File: config.mk
export PLATFORM = sky130hd
export DESIGN_NAME = mbs_fifo
export DESIGN_NICKNAME = d
export VERILOG_FILES = /design/src/rtl/mbs_fifo.sv
export SDC_FILE = /design/constraint.sdc
export NUM_CORES = 1
export LEC_CHECK = 0
export BUFFER_PORTS_ARGS = -buffer_cell sky130_fd_sc_hd__buf_2
export CORE_ASPECT_RATIO = 1.25
export CORE_MARGIN = 1
export CORE_UTILIZATION = 39
export CTS_CLUSTER_SIZE = 40
export DETAILED_ROUTE_END_ITERATION = 10
export PLACE_DENSITY_LB_ADDON = 0.3
export RECOVER_POWER = 50
export SLEW_MARGIN = 20
export SYNTH_ARGS = -nofsm -noshare
export SYNTH_HDL_FRONTEND = slang
export SYNTH_SLANG_ARGS = --single-unit
File: constraint.sdc
create_clock -name clk -period 1.4 [get_ports clk]
set_input_delay 0.07 -clock clk [delete_from_list [all_inputs] [get_ports clk]]
set_output_delay 0.07 -clock clk [all_outputs]
set_load 0.05 [all_outputs]
File: src/rtl/mbs_fifo.sv
// Small synchronous queue with push/full and pop/empty.
module mbs_fifo #(
  parameter int W     = 8,
  parameter int DEPTH = 2
) (
  input  logic         clk,
  input  logic         rst_n,
  input  logic         push,
  input  logic [W-1:0] wdata,
  output logic         full,
  input  logic         pop,
  output logic [W-1:0] rdata,
  output logic         empty
);
  localparam int AW = (DEPTH > 1) ? $clog2(DEPTH) : 1;
  localparam int CW = $clog2(DEPTH + 1);

  logic [W-1:0]  mem_r [DEPTH];
  logic [AW-1:0] wp_r, rp_r;
  logic [CW-1:0] cnt_r;
  logic          do_push, do_pop;

  assign full    = (cnt_r == CW'(DEPTH));
  assign empty   = (cnt_r == '0);
  assign do_push = push && !full;
  assign do_pop  = pop && !empty;
  assign rdata   = mem_r[rp_r];

  always_ff @(posedge clk) begin
    if (do_push) mem_r[wp_r] <= wdata;
  end

  always_ff @(posedge clk) begin
    if (!rst_n) begin
      wp_r  <= '0;
      rp_r  <= '0;
      cnt_r <= '0;
    end else begin
      if (do_push) wp_r <= (wp_r == AW'(DEPTH - 1)) ? '0 : wp_r + AW'(1);
      if (do_pop)  rp_r <= (rp_r == AW'(DEPTH - 1)) ? '0 : rp_r + AW'(1);
      if (do_push && !do_pop) cnt_r <= cnt_r + CW'(1);
      else if (do_pop && !do_push) cnt_r <= cnt_r - CW'(1);
    end
  end
endmodule

==> flow_summary.ini <==
[pwr]
ir_drop_mv = 1.34
powerDensity_mw_per_mm2 = 1960
leakage_nw = 0.450

[drt]
drtIter0Drc = 10
wire_per_inst_um = 11.7
routed_wl_mm = 1.28
vias_per_cell = 4.75
antenna_left = 0
detail_route.drc_violations = 0
drt_pre_antenna_iters = 4
via_count = 518

[logic_synthesis]
syn-num-nets = 63
yosys.area_share.adder = 0.0155
synth_area_per_cell_um2 = 16.2
yosysUniqueCellTypes = 20
seq_area_frac_synth = 0.717
syn_inst = 50
synth_top_family_by_area = multiplexers
synthXorXnorAreaFrac = 0.0325
synth_compound_area_frac = 0.0402
yosys_register_bits = 21
synth-simple-area-share = 0.0680
syn_area_um2 = 810
yosysWarnings = 0
synthMuxAreaShare = 0.111

[placed_design]
place_area_um2 = 986
hpwlAfterDp_um = 857
routabilityCongestion = 0.622
port_buffers = 21

[timing]
hold_viol = 0
slew_headroom = 0.832
fin_crit_ns = 1.38
timing.final.max_slew_violations = 0
final-setup-viol-count = 0
tightest_slew_ns = 0.253
finalCritPeriodShare = 0.987
rsz0062_at_grt = yes
fmax_ghz = 0.724
fin_skew_ns = 0.00186
holdWs_ns = 0.0256

[min_path]
hold_path.class = input pin to flop
worstHoldStart = rst_n

[setup_path]
cp_cell_sequence = nand2b_4 > inv_8 > nor2_4 > ha_4 > or3_1 > a21boi_1
slowest_delay_ns = 0.37
start_kind = flop
crit_arrival_ns = 1.61
slowest_stage = dfxtp_2
endpoint_kind = flop
crit_path_start = cnt_r[0]$_SDFFE_PN0P_
cp_data_required_time_ns = 1.63
r2r-start = cnt_r[0]$_SDFFE_PN0P_
cp_max_fo = 3
critPathKind = flop to flop

[layout]
layout-drive-gt1-share = 0.528
area_growth_pct = 40.8
n_antenna_cell = 0
fin_area_mm2 = 0.00114
layout.nets = 103
fill_cells = 161

[floorplan]
rows = 18
dieHeight_um = 52.9
initial_core_util = 0.413
dieArea_mm2 = 0.00226
die_x_um = 42.8
core_mm2 = 0.00196
ios = 22

[job]
maxCapViolCount = 0

[clock_tree]
cts_tree = built
cts-root-buf = clkbuf_4
clk_pin_slew_ns = 0.11
clock_path_buffers = 2
insertion_delay_ns = 0.29
cts_max_level = 1
cts_buffers = 3
clock-sinks = 21

[global_route]
grt_usage = 0.134
grt-ovfl-total = 0
grt_max_degree = 12
grt_pass1_vias = 496
antenna_found_initial = 0
grt_pass1_wl_mm = 2.09

[status]
outcome = complete, no violations
## final timing paths
path,slack [ns],to,cells after the start
setup reg to reg,0.02,cnt_r[1]$_SDFFE_PN0P_,6
hold reg to reg,0.55,cnt_r[1]$_SDFFE_PN0P_,2
hold / removal,0.03,wp_r$_SDFFE_PN0N_,2
setup / recovery,0.02,cnt_r[1]$_SDFFE_PN0P_,6
## cell usage after synthesis
| master | number | area [µm²] |
|---|---|---|
| edfxtp_1 | 16 | 480 |
| mux2_2 | 8 | 90.1 |
| dfxtp_1 | 5 | 100 |
| and2_1 | 3 | 18.8 |
| nor2_1 | 2 | 7.51 |
| xnor2_1 | 2 | 17.5 |
| a21boi_0 | 1 | 7.51 |
| a21boi_1 | 1 | 7.51 |
| and3_1 | 1 | 6.26 |
| buf_2 | 1 | 5.00 |
| ha_1 | 1 | 12.5 |
| inv_1 | 1 | 3.75 |
| inv_2 | 1 | 3.75 |
| nand2b_1 | 1 | 6.26 |
| nor3_2 | 1 | 10.0 |
| o21a_1 | 1 | 7.51 |
| o21ai_0 | 1 | 5.00 |
| o21ai_1 | 1 | 5.00 |
| or3_1 | 1 | 6.26 |
| xor2_1 | 1 | 8.76 |
## where the power goes
part	switching, mW	internal [mW]
registers	0.0869	0.807
logic	0.632	0.428
clock network	0.164	0.111
total	0.882	1.35
## worst max-delay path, delay by kind of cell, from the launching register on
family                   cells  cell delay [ns]
AND/OR/NAND/NOR              3             0.60
buffers and inverters        1             0.03
flip-flops                   1             0.37
AO/OA/AOI/OAI                1             0.12
adder cells (fa/ha/maj)      1             0.20
## what timing repair did
item / 4_1_cts / 5_1_grt
buffers inserted: 2 / 1
endpoints found under the setup margin: 9 / 10
gates resized for setup: 6 / 3
hold endpoints to repair: 16 / 0
pin swaps: 2 / 3
hold buffers: 8 / 0
## final cells by class
class                      count  area [µm²]  share of cell area
tap                           20        25.0              0.0220
clock buffer                   4        26.3              0.0231
sequential                    21         587               0.515
timing repair buffer          36         238               0.209
inverter                       2        15.0              0.0132
multi-input combinational     26         249               0.218
## through the flow
stage          utilization  setup slack, ns  TNS (ns)  std cells  total power, mW
6_report             0.582           0.0188         0        109             2.23
5_1_grt              0.582          -0.0570   -0.0578        109             2.35
4_1_cts              0.577          0.00537         0        108             2.22
3_5_place_dp         0.503          -0.0483   -0.0483         94             1.85
3_3_place_gp         0.503          0.00159         0         94             1.83
2_1_floorplan            -          -0.0462   -0.0462         50             1.62
## logic make-up (layout without fill, tap and decap cells)
kind of cell,after synthesis,count (layout)
simple gates,9,9
xor+xnor,3,3
compound gates,5,5
buf+inv,3,42
fa+ha+maj,1,1
mux,8,8
flops,21,21
## registers in the layout, summed over array words and instances, names as in the netlist, named ones only
name,cells
wp_r,1
cnt_r,2
rp_r,1
mem_r,16
## layout by cell type (no fill, tap or decap)
cell type,synthesis,final
a21boi_0,1,1
a21boi_1,1,1
and2_1,3,3
and3_2,0,1
buf_2,1,18
buf_4,0,8
clkbuf_1,0,3
clkbuf_4,0,3
dfxtp_1,5,2
dfxtp_2,0,2
dfxtp_4,0,1
dlygate4sd3_1,0,8
edfxtp_1,16,16
ha_4,0,1
inv_1,1,1
inv_8,0,1
mux2_2,8,8
nand2b_4,0,1
nor2_1,2,1
nor2_4,0,1
nor3_2,1,1
o21a_1,1,1
o21ai_0,1,1
o21ai_2,0,1
or3_1,1,1
xnor2_1,2,2
xor2_1,1,1
## metal layers
layer / wire [µm] / track usage / vias up / share of wire
met5: 0 / 0 / - / 0
met4: 12 / 0.0938 / 0 / 0.0094
met3: 68 / 0.0478 / 2 / 0.053
met2: 695 / 0.232 / 14 / 0.54
met1: 501 / 0.132 / 242 / 0.39
li1: - / - / 260 / -
Note: power is estimated with default switching activity, not from simulation.
